**config.mk**
```make
export PLATFORM = sky130hd
export DESIGN_NAME = quoted_token_splitter
export DESIGN_NICKNAME = d
export VERILOG_FILES = /design/src/rtl/core/qts_pkg.sv /design/src/rtl/core/qts_front.sv /design/src/rtl/core/qts_fifo.sv /design/src/rtl/core/qts_back.sv /design/src/rtl/core/quoted_token_splitter.sv
export SDC_FILE = /design/constraint.sdc
export NUM_CORES = 1
export LEC_CHECK = 0
export BUFFER_PORTS_ARGS = -buffer_cell sky130_fd_sc_hd__buf_2
export CAP_MARGIN = 10
export CORE_UTILIZATION = 40
export DETAILED_ROUTE_END_ITERATION = 10
export PLACE_DENSITY = 0.61
export RECOVER_POWER = 25
export SLEW_MARGIN = 20
export SYNTH_ARGS = -nofsm -noshare
export SYNTH_HDL_FRONTEND = slang
export SYNTH_SLANG_ARGS = --single-unit
```
**constraint.sdc**
```tcl
create_clock -name i_clk -period 6.4 [get_ports i_clk]
set_input_delay 0.32 -clock i_clk [delete_from_list [all_inputs] [get_ports i_clk]]
set_output_delay 0.32 -clock i_clk [all_outputs]
set_load 0.01 [all_outputs]
```
**src/rtl/core/qts_pkg.sv**
```systemverilog
`default_nettype none

package qts_pkg;

    localparam int SET_SLOTS   = 8;
    localparam int QUOTE_SLOTS = 4;
    localparam int LINE_MAX    = 1024;
    localparam int QUOTE_EFF   = (QUOTE_SLOTS < 4) ? QUOTE_SLOTS : 4;

    localparam int CNT_W   = 10;
    localparam int CNT_CAP = ((LINE_MAX - 1) < 1023) ? (LINE_MAX - 1) : 1023;

    localparam int FIFO_DEPTH = 4;
    localparam int FIFO_AW    = $clog2(FIFO_DEPTH);

    localparam int CFG_IDX_W = 3;

    typedef logic [CNT_W-1:0] t_cnt;
    typedef logic [7:0]       t_byte;
    typedef logic [CFG_IDX_W-1:0] t_cfg_idx;

    localparam t_cnt CNT_CAP_V = t_cnt'(CNT_CAP);

    localparam t_cfg_idx CFG_SEPARATOR   = 3'd0;
    localparam t_cfg_idx CFG_SINGLE      = 3'd1;
    localparam t_cfg_idx CFG_COMMENT     = 3'd2;
    localparam t_cfg_idx CFG_QUOTE       = 3'd3;
    localparam t_cfg_idx CFG_QUOTE_ENDS  = 3'd4;

    localparam logic [63:0] RST_SEPARATOR  = 64'h0000_0000_0D0A_0920;
    localparam logic [63:0] RST_SINGLE     = 64'h0;
    localparam logic [63:0] RST_COMMENT    = 64'h23;
    localparam logic [31:0] RST_QUOTE      = 32'h0000_2722;
    localparam logic        RST_QUOTE_ENDS = 1'b1;

    localparam t_byte CH_NUL  = 8'h00;
    localparam t_byte CH_LBRK = 8'h5B;
    localparam t_byte CH_RBRK = 8'h5D;
    localparam t_byte CH_LPAR = 8'h28;
    localparam t_byte CH_RPAR = 8'h29;
    localparam t_byte CH_LBRC = 8'h7B;
    localparam t_byte CH_RBRC = 8'h7D;

    typedef enum logic [3:0] {
        M_BETWEEN = 4'b0001,
        M_TOKEN   = 4'b0010,
        M_QUOTE   = 4'b0100,
        M_DISCARD = 4'b1000
    } t_mode;

    typedef struct packed {
        logic [63:0] separator;
        logic [63:0] single;
        logic [63:0] comment;
        logic [31:0] quote;
        logic        quote_ends;
    } t_cfg;

    // dbl: token end followed by a single-character token (start2 is its start)
    typedef struct packed {
        logic  dbl;
        logic  has_char;
        t_byte out_char;
        logic  token_end;
        t_cnt  token_start;
        logic  line_end;
        t_cnt  token_count;
        t_cnt  start2;
    } t_rec;

    function automatic logic in_slots(input logic [63:0] vec, input int slots,
                                      input t_byte c);
        logic found;
        found = 1'b0;
        for (int k = 0; k < 8; k++) begin
            if (k < slots && vec[8*k +: 8] != CH_NUL && vec[8*k +: 8] == c) begin
                found = 1'b1;
            end
        end
        return found;
    endfunction

    function automatic t_byte mate_of(input t_byte c);
        t_byte m;
        case (c)
            CH_LBRK: m = CH_RBRK;
            CH_LPAR: m = CH_RPAR;
            CH_LBRC: m = CH_RBRC;
            default: m = c;
        endcase
        return m;
    endfunction

    function automatic t_cnt sat_inc(input t_cnt v);
        return (v < CNT_CAP_V) ? t_cnt'(v + 1'b1) : CNT_CAP_V;
    endfunction

endpackage

`default_nettype wire

```
**src/rtl/core/qts_front.sv**
```systemverilog
`default_nettype none

module qts_front (
    input  wire logic          i_clk,
    input  wire logic          i_rst_n,
    input  wire logic          i_accept,
    input  wire qts_pkg::t_byte i_ch,
    input  wire qts_pkg::t_cfg i_cfg,
    output qts_pkg::t_rec      o_rec,
    output logic               o_rec_push
);
    import qts_pkg::*;

    t_mode r_mode, n_mode;
    t_byte r_close, n_close;
    t_cnt  r_pos, n_pos;
    t_cnt  r_start, n_start;
    t_cnt  r_tokens, n_tokens;
    logic  r_await, n_await;

    logic is_sep, is_single, is_quote, is_comment;
    t_cnt tok1, tok2;
    logic open_tok;

    assign is_sep     = in_slots(i_cfg.separator, SET_SLOTS, i_ch);
    assign is_single  = in_slots(i_cfg.single, SET_SLOTS, i_ch);
    assign is_comment = in_slots(i_cfg.comment, SET_SLOTS, i_ch);
    assign is_quote   = in_slots({32'b0, i_cfg.quote}, QUOTE_EFF, i_ch);
    assign tok1       = sat_inc(r_tokens);
    assign tok2       = sat_inc(tok1);
    assign open_tok   = (r_mode == M_TOKEN) || (r_mode == M_QUOTE);

    always_comb begin
        n_mode     = r_mode;
        n_close    = r_close;
        n_pos      = r_pos;
        n_start    = r_start;
        n_tokens   = r_tokens;
        n_await    = r_await;
        o_rec      = '0;
        o_rec_push = 1'b0;
        if (i_accept) begin
            if (i_ch == CH_NUL) begin
                o_rec_push        = 1'b1;
                o_rec.token_end   = open_tok;
                o_rec.token_start = open_tok ? r_start : '0;
                o_rec.line_end    = 1'b1;
                o_rec.token_count = open_tok ? tok1 : r_tokens;
                n_mode   = M_BETWEEN;
                n_close  = CH_NUL;
                n_pos    = '0;
                n_start  = '0;
                n_tokens = '0;
                n_await  = 1'b1;
            end else begin
                n_pos = sat_inc(r_pos);
                unique case (r_mode)
                    M_QUOTE: begin
                        if (i_ch == r_close) begin
                            if (i_cfg.quote_ends) begin
                                n_tokens          = tok1;
                                o_rec_push        = 1'b1;
                                o_rec.token_end   = 1'b1;
                                o_rec.token_start = r_start;
                                n_mode            = M_BETWEEN;
                            end else begin
                                n_mode = M_TOKEN;
                            end
                        end else if (r_await && is_comment) begin
                            n_await = 1'b0;
                            n_mode  = M_DISCARD;
                        end else begin
                            n_await        = 1'b0;
                            o_rec_push     = 1'b1;
                            o_rec.has_char = 1'b1;
                            o_rec.out_char = i_ch;
                        end
                    end
                    M_TOKEN: begin
                        if (is_sep) begin
                            n_tokens          = tok1;
                            o_rec_push        = 1'b1;
                            o_rec.token_end   = 1'b1;
                            o_rec.token_start = r_start;
                            n_mode            = M_BETWEEN;
                        end else if (is_single) begin
                            o_rec_push        = 1'b1;
                            o_rec.token_end   = 1'b1;
                            o_rec.token_start = r_start;
                            if (is_comment) begin
                                n_tokens = tok1;
                                n_mode   = M_DISCARD;
                            end else begin
                                n_tokens       = tok2;
                                o_rec.dbl      = 1'b1;
                                o_rec.has_char = 1'b1;
                                o_rec.out_char = i_ch;
                                o_rec.start2   = r_pos;
                                n_mode         = M_BETWEEN;
                            end
                        end else if (is_quote) begin
                            n_close = mate_of(i_ch);
                            n_mode  = M_QUOTE;
                        end else if (r_await && is_comment) begin
                            n_await = 1'b0;
                            n_mode  = M_DISCARD;
                        end else begin
                            n_await        = 1'b0;
                            o_rec_push     = 1'b1;
                            o_rec.has_char = 1'b1;
                            o_rec.out_char = i_ch;
                        end
                    end
                    M_BETWEEN: begin
                        if (is_sep) begin
                            n_mode = M_BETWEEN;
                        end else if (is_single) begin
                            if (is_comment) begin
                                n_mode = M_DISCARD;
                            end else begin
                                n_tokens          = tok1;
                                o_rec_push        = 1'b1;
                                o_rec.has_char    = 1'b1;
                                o_rec.out_char    = i_ch;
                                o_rec.token_end   = 1'b1;
                                o_rec.token_start = r_pos;
                            end
                        end else begin
                            n_start = r_pos;
                            if (is_quote) begin
                                n_await = 1'b1;
                                n_close = mate_of(i_ch);
                                n_mode  = M_QUOTE;
                            end else if (is_comment) begin
                                n_await = 1'b0;
                                n_mode  = M_DISCARD;
                            end else begin
                                n_await        = 1'b0;
                                n_mode         = M_TOKEN;
                                o_rec_push     = 1'b1;
                                o_rec.has_char = 1'b1;
                                o_rec.out_char = i_ch;
                            end
                        end
                    end
                    M_DISCARD: begin
                        n_mode = M_DISCARD;
                    end
                    default: begin
                        n_mode = M_BETWEEN;
                    end
                endcase
            end
        end
    end

    always_ff @(posedge i_clk) begin
        if (!i_rst_n) begin
            r_mode   <= M_BETWEEN;
            r_close  <= CH_NUL;
            r_pos    <= '0;
            r_start  <= '0;
            r_tokens <= '0;
            r_await  <= 1'b1;
        end else begin
            r_mode   <= n_mode;
            r_close  <= n_close;
            r_pos    <= n_pos;
            r_start  <= n_start;
            r_tokens <= n_tokens;
            r_await  <= n_await;
        end
    end

    a_pos_cap: assert property (@(posedge i_clk) disable iff (!i_rst_n)
        (r_pos <= CNT_CAP_V) && (r_tokens <= r_pos || r_tokens <= CNT_CAP_V))
        else $error("line counters beyond cap");

endmodule

`default_nettype wire

```
**src/rtl/core/qts_fifo.sv**
```systemverilog
`default_nettype none

module qts_fifo (
    input  wire logic          i_clk,
    input  wire logic          i_rst_n,
    input  wire logic          i_push,
    input  wire qts_pkg::t_rec i_rec,
    output logic               o_full,
    input  wire logic          i_pop,
    output qts_pkg::t_rec      o_head,
    output logic               o_empty
);
    import qts_pkg::*;

    t_rec r_mem [FIFO_DEPTH];
    logic [FIFO_AW-1:0] r_wr, r_rd;
    logic [FIFO_AW:0]   r_count, n_count;
    logic do_push, do_pop;

    assign o_full  = (r_count == (FIFO_AW+1)'(FIFO_DEPTH));
    assign o_empty = (r_count == '0);
    assign do_push = i_push && !o_full;
    assign do_pop  = i_pop && !o_empty;
    assign o_head  = r_mem[r_rd];

    always_comb begin
        n_count = r_count;
        if (do_push && !do_pop) begin
            n_count = r_count + 1'b1;
        end else if (do_pop && !do_push) begin
            n_count = r_count - 1'b1;
        end
    end

    always_ff @(posedge i_clk) begin
        if (do_push) begin
            r_mem[r_wr] <= i_rec;
        end
    end

    always_ff @(posedge i_clk) begin
        if (!i_rst_n) begin
            r_wr    <= '0;
            r_rd    <= '0;
            r_count <= '0;
        end else begin
            r_count <= n_count;
            if (do_push) begin
                r_wr <= r_wr + 1'b1;
            end
            if (do_pop) begin
                r_rd <= r_rd + 1'b1;
            end
        end
    end

    a_count_max: assert property (@(posedge i_clk) disable iff (!i_rst_n)
        r_count <= (FIFO_AW+1)'(FIFO_DEPTH))
        else $error("queue count overflow");

    a_ptr_gap: assert property (@(posedge i_clk) disable iff (!i_rst_n)
        (r_count != '0 && r_count != (FIFO_AW+1)'(FIFO_DEPTH)) |->
            (r_wr - r_rd) == r_count[FIFO_AW-1:0])
        else $error("queue pointers disagree with count");

endmodule

`default_nettype wire

```
**src/rtl/core/qts_back.sv**
```systemverilog
`default_nettype none

module qts_back (
    input  wire logic          i_clk,
    input  wire logic          i_rst_n,
    input  wire qts_pkg::t_rec i_head,
    input  wire logic          i_empty,
    input  wire logic          i_pop,
    output logic               o_q_pop,
    output logic               o_has_char,
    output logic [7:0]         o_out_char,
    output logic               o_token_end,
    output logic [9:0]         o_token_start,
    output logic               o_line_end,
    output logic [9:0]         o_token_count,
    output logic               o_last
);
    import qts_pkg::*;

    logic r_half, n_half;
    logic take;

    assign take = i_pop && !i_empty;

    always_comb begin
        n_half  = r_half;
        o_q_pop = 1'b0;
        if (take) begin
            if (i_head.dbl && !r_half) begin
                n_half = 1'b1;
            end else begin
                n_half  = 1'b0;
                o_q_pop = 1'b1;
            end
        end
    end

    always_comb begin
        if (i_head.dbl && !r_half) begin
            o_has_char    = 1'b0;
            o_out_char    = CH_NUL;
            o_token_end   = 1'b1;
            o_token_start = i_head.token_start;
            o_line_end    = 1'b0;
            o_token_count = '0;
            o_last        = 1'b0;
        end else if (i_head.dbl) begin
            o_has_char    = 1'b1;
            o_out_char    = i_head.out_char;
            o_token_end   = 1'b1;
            o_token_start = i_head.start2;
            o_line_end    = 1'b0;
            o_token_count = '0;
            o_last        = 1'b1;
        end else begin
            o_has_char    = i_head.has_char;
            o_out_char    = i_head.out_char;
            o_token_end   = i_head.token_end;
            o_token_start = i_head.token_start;
            o_line_end    = i_head.line_end;
            o_token_count = i_head.token_count;
            o_last        = 1'b1;
        end
    end

    always_ff @(posedge i_clk) begin
        if (!i_rst_n) begin
            r_half <= 1'b0;
        end else begin
            r_half <= n_half;
        end
    end

    a_half_head: assert property (@(posedge i_clk) disable iff (!i_rst_n)
        r_half |-> (!i_empty && i_head.dbl))
        else $error("second half without a paired request");

    a_half_hold: assert property (@(posedge i_clk) disable iff (!i_rst_n)
        (r_half && !i_pop) |=> r_half)
        else $error("second half dropped while stalled");

endmodule

`default_nettype wire

```
**src/rtl/core/quoted_token_splitter.sv**
```systemverilog
// Each result is written into the request queue; it is at the ports (empty low) at the head.
// Throughput: one byte per cycle in while the queue is not full; one result per cycle
//   out while pop is high; a token end with a single-character token yields two results.
// A 4-entry request queue between the classifier and the result stage sets the slack.
// Reset (synchronous, active low) empties the queue, clears line state and
//   loads the default character sets.
`default_nettype none

module quoted_token_splitter (
    input  wire logic        i_clk,
    input  wire logic        i_rst_n,
    input  wire logic        push,
    output logic             full,
    input  wire logic [7:0]  i_ch,
    output logic             empty,
    input  wire logic        pop,
    output logic             o_has_char,
    output logic [7:0]       o_out_char,
    output logic             o_token_end,
    output logic [9:0]       o_token_start,
    output logic             o_line_end,
    output logic [9:0]       o_token_count,
    output logic             o_last,
    input  wire logic        i_cfg_valid,
    output logic             o_cfg_ready,
    input  wire qts_pkg::t_cfg_idx i_cfg_index,
    input  wire logic [63:0] i_cfg_data
);
    import qts_pkg::*;

    t_cfg r_cfg;
    t_rec rec, head;
    logic rec_push, q_pop, accept;

    assign o_cfg_ready = 1'b1;
    assign accept      = push && !full;

    always_ff @(posedge i_clk) begin
        if (!i_rst_n) begin
            r_cfg.separator  <= RST_SEPARATOR;
            r_cfg.single     <= RST_SINGLE;
            r_cfg.comment    <= RST_COMMENT;
            r_cfg.quote      <= RST_QUOTE;
            r_cfg.quote_ends <= RST_QUOTE_ENDS;
        end else if (i_cfg_valid && o_cfg_ready) begin
            unique case (i_cfg_index)
                CFG_SEPARATOR:  r_cfg.separator  <= i_cfg_data;
                CFG_SINGLE:     r_cfg.single     <= i_cfg_data;
                CFG_COMMENT:    r_cfg.comment    <= i_cfg_data;
                CFG_QUOTE:      r_cfg.quote      <= i_cfg_data[31:0];
                CFG_QUOTE_ENDS: r_cfg.quote_ends <= i_cfg_data[0];
                default: begin
                end
            endcase
        end
    end

    qts_front u_front (
        .i_clk      (i_clk),
        .i_rst_n    (i_rst_n),
        .i_accept   (accept),
        .i_ch       (i_ch),
        .i_cfg      (r_cfg),
        .o_rec      (rec),
        .o_rec_push (rec_push)
    );

    qts_fifo u_fifo (
        .i_clk   (i_clk),
        .i_rst_n (i_rst_n),
        .i_push  (rec_push),
        .i_rec   (rec),
        .o_full  (full),
        .i_pop   (q_pop),
        .o_head  (head),
        .o_empty (empty)
    );

    qts_back u_back (
        .i_clk         (i_clk),
        .i_rst_n       (i_rst_n),
        .i_head        (head),
        .i_empty       (empty),
        .i_pop         (pop),
        .o_q_pop       (q_pop),
        .o_has_char    (o_has_char),
        .o_out_char    (o_out_char),
        .o_token_end   (o_token_end),
        .o_token_start (o_token_start),
        .o_line_end    (o_line_end),
        .o_token_count (o_token_count),
        .o_last        (o_last)
    );

endmodule

`default_nettype wire

```
After elaboration in Yosys (flattened, before gate mapping)
Memory sizes are Yosys's and may differ from the RTL's. A register that Yosys moved wholly into a read port is not among the register bits.
Cells that the tools add are included.
{"block": "totals", "regBits": 276, "ramBits": 168, "mem_count": 1}
{"block": "classes", "n_addsub": 7, "n_lt_le_gt_ge": 3, "n_eq_ne": 55, "mux": 138, "reduce_logical": 89}
{"name": "u_fifo.r_mem", "words": 4, "width": 42, "rd": 1, "rd_clocked_by_memory_dff": 1, "write_ports": 1, "line_no": "qts_fifo.sv:15", "source": "t_rec r_mem [FIFO_DEPTH];"}
{"cell": "10-bit 2-to-1 mux", "count": 31}
{"cell": "8-bit == test", "count": 29}
{"cell": "8-bit nonzero test", "count": 28}
{"cell": "11-bit 2-to-1 mux", "count": 7}
{"cell": "9-bit 2-to-1 mux", "count": 7}
{"cell": "1-bit 2-to-1 mux", "count": 61}
{"cell": "20-bit one-hot mux with 3 select lines", "count": 1}
{"cell": "4-bit 2-to-1 mux", "count": 12}
{"cell": "8-bit 2-to-1 mux", "count": 6}
{"cell": "42-bit 2-to-1 mux", "count": 1}
{"cell": "20-bit 2-to-1 mux", "count": 2}
{"cell": "1-bit logical AND", "count": 36}
{"cell": "10-bit by 1-bit adder with 10-bit output, second input constant", "count": 3}
{"cell": "10-bit less-than comparator, second input constant", "count": 3}
{"cell": "10-bit one-hot mux with 3 select lines", "count": 1}
{"cell": "8-bit one-hot mux with 3 select lines", "count": 1}
{"cell": "3-bit inequality test, second input constant", "count": 6}
{"cell": "8-bit by 7-bit == test with 1-bit output, second input constant", "count": 2}
{"cell": "4-bit one-hot mux with 4 select lines", "count": 1}
{"cell": "8-bit AND reduction", "count": 2}
{"cell": "2-bit AND reduction", "count": 6}
{"cell": "3-bit by 2-bit inequality test with 1-bit output, second input constant", "count": 3}
{"cell": "8-bit by 6-bit == test with 1-bit output, second input constant", "count": 1}
{"cell": "8-bit zero test", "count": 1}
{"cell": "other kinds (25)", "count": 41}

Longest topological paths before layout
{"block": "logic_depth", "ltp_word": 23, "ltp_mapped": 16, "mapped_depth_nobuf": 13}

Hierarchy
Synthesis repeated with hierarchy kept, for this count alone.
{"block": "unflattened", "hier_cells": 1986, "hier_area_um2": 22044.9}
{"module": "quoted_token_splitter", "n_inst": 1, "cells_each": 821, "area_each_um2": 8528.2}
{"module": "qts_fifo", "n_inst": 1, "cells_each": 268, "area_each_um2": 6602.6}
{"module": "qts_front", "n_inst": 1, "cells_each": 854, "area_each_um2": 6541.3}
{"module": "qts_back", "n_inst": 1, "cells_each": 43, "area_each_um2": 372.9}

Least setup slack after synthesis
No wires, ideal clock.
{"block": "synth_path", "path_kind": "input port to flip-flop", "start": "input port i_ch[7]", "end": "memory u_fifo.r_mem[0][0] (netlist name), enable pin", "arrival_ps": 3215, "t_required_ps": 5997, "setup_slack_ps": 2781, "stages": 10, "path_buffers": 2, "cell_sequence": "buf_2 -> buf_4 -> xor2_1 -> nor4_1 -> nand4_1 -> nand4_1 -> nor4_2 -> o211ai_1 -> a31oi_2 -> and2_1"}
{"block": "synth_between", "elab_chain_len": 21}
{"item": "start: declaration", "line_no": "quoted_token_splitter.sv:14", "source": "input wire logic [7:0] i_ch,"}
{"item": "8-bit == test", "line_no": "qts_pkg.sv:76", "source": "if (k < slots && vec[8*k +: 8] != CH_NUL && vec[8*k +: 8] == c) begin"}
{"item": "1-bit logical AND", "line_no": "qts_pkg.sv:76"}
{"item": "1-bit 2-to-1 mux (8 in series)", "line_no": "qts_pkg.sv:76"}
{"item": "1-bit logical AND", "line_no": "qts_front.sv:69, qts_front.sv:104"}
{"item": "1-bit 2-to-1 mux", "line_no": "qts_front.sv:69, qts_front.sv:104"}
{"item": "1-bit 2-to-1 mux", "line_no": "qts_front.sv:101", "source": "end else if (is_quote) begin"}
{"item": "1-bit 2-to-1 mux", "line_no": "qts_front.sv:86", "source": "end else if (is_single) begin"}
{"item": "1-bit 2-to-1 mux", "line_no": "qts_front.sv:80", "source": "if (is_sep) begin"}
{"item": "1-bit one-hot mux with 3 select lines", "line_no": "qts_front.sv:57", "source": "unique case (r_mode)"}
{"item": "1-bit 2-to-1 mux (*)", "line_no": "qts_front.sv:43", "source": "if (i_ch == CH_NUL) begin"}
{"item": "1-bit 2-to-1 mux (*)", "line_no": "qts_front.sv:42", "source": "if (i_accept) begin"}
{"item": "1-bit logical AND (*)", "line_no": "qts_fifo.sv:22", "source": "assign do_push = i_push && !o_full;"}
{"item": "named net u_fifo.do_push", "line_no": "qts_fifo.sv:18", "source": "logic do_push, do_pop;"}
{"item": "1-bit 2-to-1 mux (*)", "line_no": "qts_fifo.sv:36", "source": "if (do_push) begin"}
{"item": "1-bit 2-to-1 mux (implied by the code) (*)", "line_no": "qts_fifo.sv:37", "source": "r_mem[r_wr] <= i_rec;"}
{"item": "end: declaration", "line_no": "qts_fifo.sv:15"}
The timed path passes the listed nets; every way through them passes the cells marked *.

==> metrics.txt <==
status=finished, violations left; failing checks=capacitance limit, slew limit; pin count of the biggest net entering global routing=86; Total Power=0.007393 W; CTS H-tree depth=2; sequential share of the synthesized area=50.58%; die height=231.0 microns; Cells after Synth=2160; slew of the pin with the lowest slew margin=2743 ps; type of origin of the critical path=input pin; final setup fails=0; Post-Route WL=56590 microns; CTS Root Cell=clkbuf_16; die width=231.0 microns; Critical Path Start=i_rst_n; mux cell area share after synthesis=5.780%; initial antenna violation count=2; worst-case clock buffer depth=3; Final WS setup=2085 ps; asr flop ratio synth=0%; number of synthesized register bits=446; slowest stage delay, CP=1480 ps; Initial Util=40.72%; Skew-Pair Late Insertion Delay=590 ps; Mean Syn Cell Area=9.711 sq um; xor/xnor share of the synthesized area=9.896%; DRT Pass-1 Iters=5; Max Slew Vio Count=231; Tmin final=4315 ps; Hold Startpoint=i_cfg_data[5]; post-synth cell types=66; reg2reg start=r_cfg[194]$_SDFFE_PN0P_; VDD IR-drop max=0.2009 mV; drt drc=0; Synth Flop Type=dfxtp_1; first-pass GRT wire length=90320 microns; Min-Delay Path Class=input pin to flop; number of flops mapped to enable cells by yosys=168; Area growth, synth to finish=14.25%; WS Path Type=input pin to flop; wire per inst=19.13 microns; input/output buffers=113; Core Box Area=0.05151 sq mm; Max-slew headroom=-82.89%; Final ANT Viol Nets=0; global-route usage over all layers=21.30%; post-synthesis simple-gate area fraction=18.63%; GPL Wtd Cong=0.8541; Std-Cell Rows=83; Clock Sinks=446; most frequent cells in the layout=nand2_1 (505), dfxtp_1 (277), xor2_1 (183); Vias=16310; largest family of logic cells by synthesized area=simple AND/OR/NAND/NOR gates; Clock Skew=24.36 ps; Post-Syn Nets=2249; vias in the first global route=16170; CTS Buf Count=49; Post-Place Worst Slack=1640 ps; TNS Setup=0 ps; largest fanout on the critical path=85; CP max-delay cell=clkbuf_1; MaxCap Viol Count=4; compound-gate portion of the synthesized area=10.96%; Via density=5.515; leak pwr=8.559 nW; post-synthesis adder-cell area fraction=0.5727%; Post-CTS Setup Repair Bufs=0; CTS tree=built; Syn. warnings=0; Worst Path Arrival=4830 ps; Critical Path End Type=flop; IO Pins=115; Max Clk Rate=231.8 MHz; most common cell after layout, fill and taps aside=nand2_1; Worst-path clk slew=60 ps; initial DRC count=1359; Power Dens Cells=308.5 mW/mm^2; Nets=2327; unrepaired setup endpoints after global routing=no; Final period util=67.42%; GRT overflow=0; Hold Fails Final Rpt=0; dpl hpwl=36870 microns; Crit path required time=6910 ps; layout cells sized above 1=13.00%; worst path cell trace=clkbuf_1 -> inv_4 -> clkbuf_2 -> or4_1 -> mux2i_1; synthesized area=0.02098 sq mm; die area=0.05336 sq mm
-- registers in the layout, indices dropped and copies added, names as in the netlist, 3 cells and up, named ones only --
register and count:
u_front.r_close 8, u_front.r_start 10, u_front.r_tokens 10, u_front.r_mode 4
u_front.r_pos 10, u_fifo.r_mem 168, r_cfg 225, u_fifo.r_count 3
-- per-stage QoR --
step	hold WS, ps	std cells	cell area [sq um]	utilization (%)
global route	14.49	2958	23960	46.52
detailed placement	469.5	2840	22000	42.72
global placement	455.0	2840	22000	42.72
floorplan	444.0	2160	20980	-
CTS	0.04624	2957	23970	46.53
finish	22.68	2958	23960	46.52
-- repair_timing --
| item | CTS | global route |
|---|---|---|
| hold endpoints to repair | 47 | 0 |
| hold buffers | 27 | 0 |
| resized for setup | 0 | 0 |
-- layer usage --
layer  part of all wire [%]  wire length (microns)  vias to the layer above  track usage (%)
li1                       -                      -                     7732                -
met1                     44                  25040                     7958            27.96
met2                     48                  27240                      502            35.82
met3                    4.6                   2628                      120            2.853
met4                    3.0                   1672                        2            7.554
met5                  0.021                     12                        -                0
-- final timing paths --
check | end | slack [ps] | cells past startpoint
worst max register to register | u_fifo.r_count[2]$_SDFFE_PN0P_ | 2440 | 13
worst max-delay path | u_front.r_tokens[2]$_SDFFE_PN0P_ | 2090 | 5
worst min-delay path | r_cfg[6]$_SDFFE_PN1P_ | 20 | 3
worst min register to register | r_cfg[5]$_SDFFE_PN0P_ | 480 | 2
-- worst max-delay path: cells and delay by family --
kind                   cells  cell delay (ps)
buffers and inverters      3             3460
multiplexers               1              160
AND/OR/NAND/NOR            1              840
-- cells in the mapped netlist, types with 4 or more instances --
master     count  area (sq um)
nand2_1      506          1899
dfxtp_1      278          5565
xor2_1       183          1603
a21oi_1      181         905.9
edfxtp_1     168          5045
clkbuf_1      97         364.1
nor4_1        87         544.3
nor2_1        81         304.0
a21boi_0      70         525.5
xnor2_1       54         473.0
mux4_2        42         945.9
nand4_1       34         212.7
a211oi_1      33         247.7
nand3_1       33         165.2
and2_1        32         200.2
nor2b_1       24         150.1
inv_1         23         86.33
buf_4         22         165.2
nor3_1        21         105.1
o21ai_0       16         80.08
buf_2         14         70.07
mux2_2        13         146.4
mux2i_1       12         120.1
a22oi_1       11         82.58
o22ai_1       10         62.56
a31oi_1        9         56.30
buf_1          9         33.78
ha_1           8         100.1
o211ai_1       8         60.06
nand2b_1       6         37.54
or3_1          6         37.54
and3_1         5         31.28
and4_1         5         43.79
a2111oi_0      4         35.03
nand3b_1       4         30.03
o31ai_1        4         30.03
-- power by group --
group / switching, W / internal (W) / total (W) / leakage [nW]
logic: 0.000721 / 0.000514 / 0.00124 / 3.86
registers: 0.0000918 / 0.00312 / 0.00322 / 3.87
clock network: 0.00116 / 0.00178 / 0.00294 / 0.828
total: 0.00198 / 0.00542 / 0.00739 / 8.56
-- cells by family after synthesis --
| logic type | count (synthesis) |
|---|---|
| AND/OR/NAND/NOR | 861 |
| flip-flops | 446 |
| AO/OA/AOI/OAI | 371 |
| XOR/XNOR | 237 |
| buffers and inverters | 168 |
| multiplexers | 67 |
| adder cells (fa/ha/maj) | 9 |
| other | 1 |
-- area by class of cell --
class	count	area, sq um
clock buffer	69	1445
timing repair buffer	171	1056
clock inverter	21	247.7
antenna	1	2.502
fill	4835	27550
multi-input combinational	1546	9658
inverter	24	92.59
sequential	446	10610
tap	680	850.8
(Power assumes the default switching activity.)
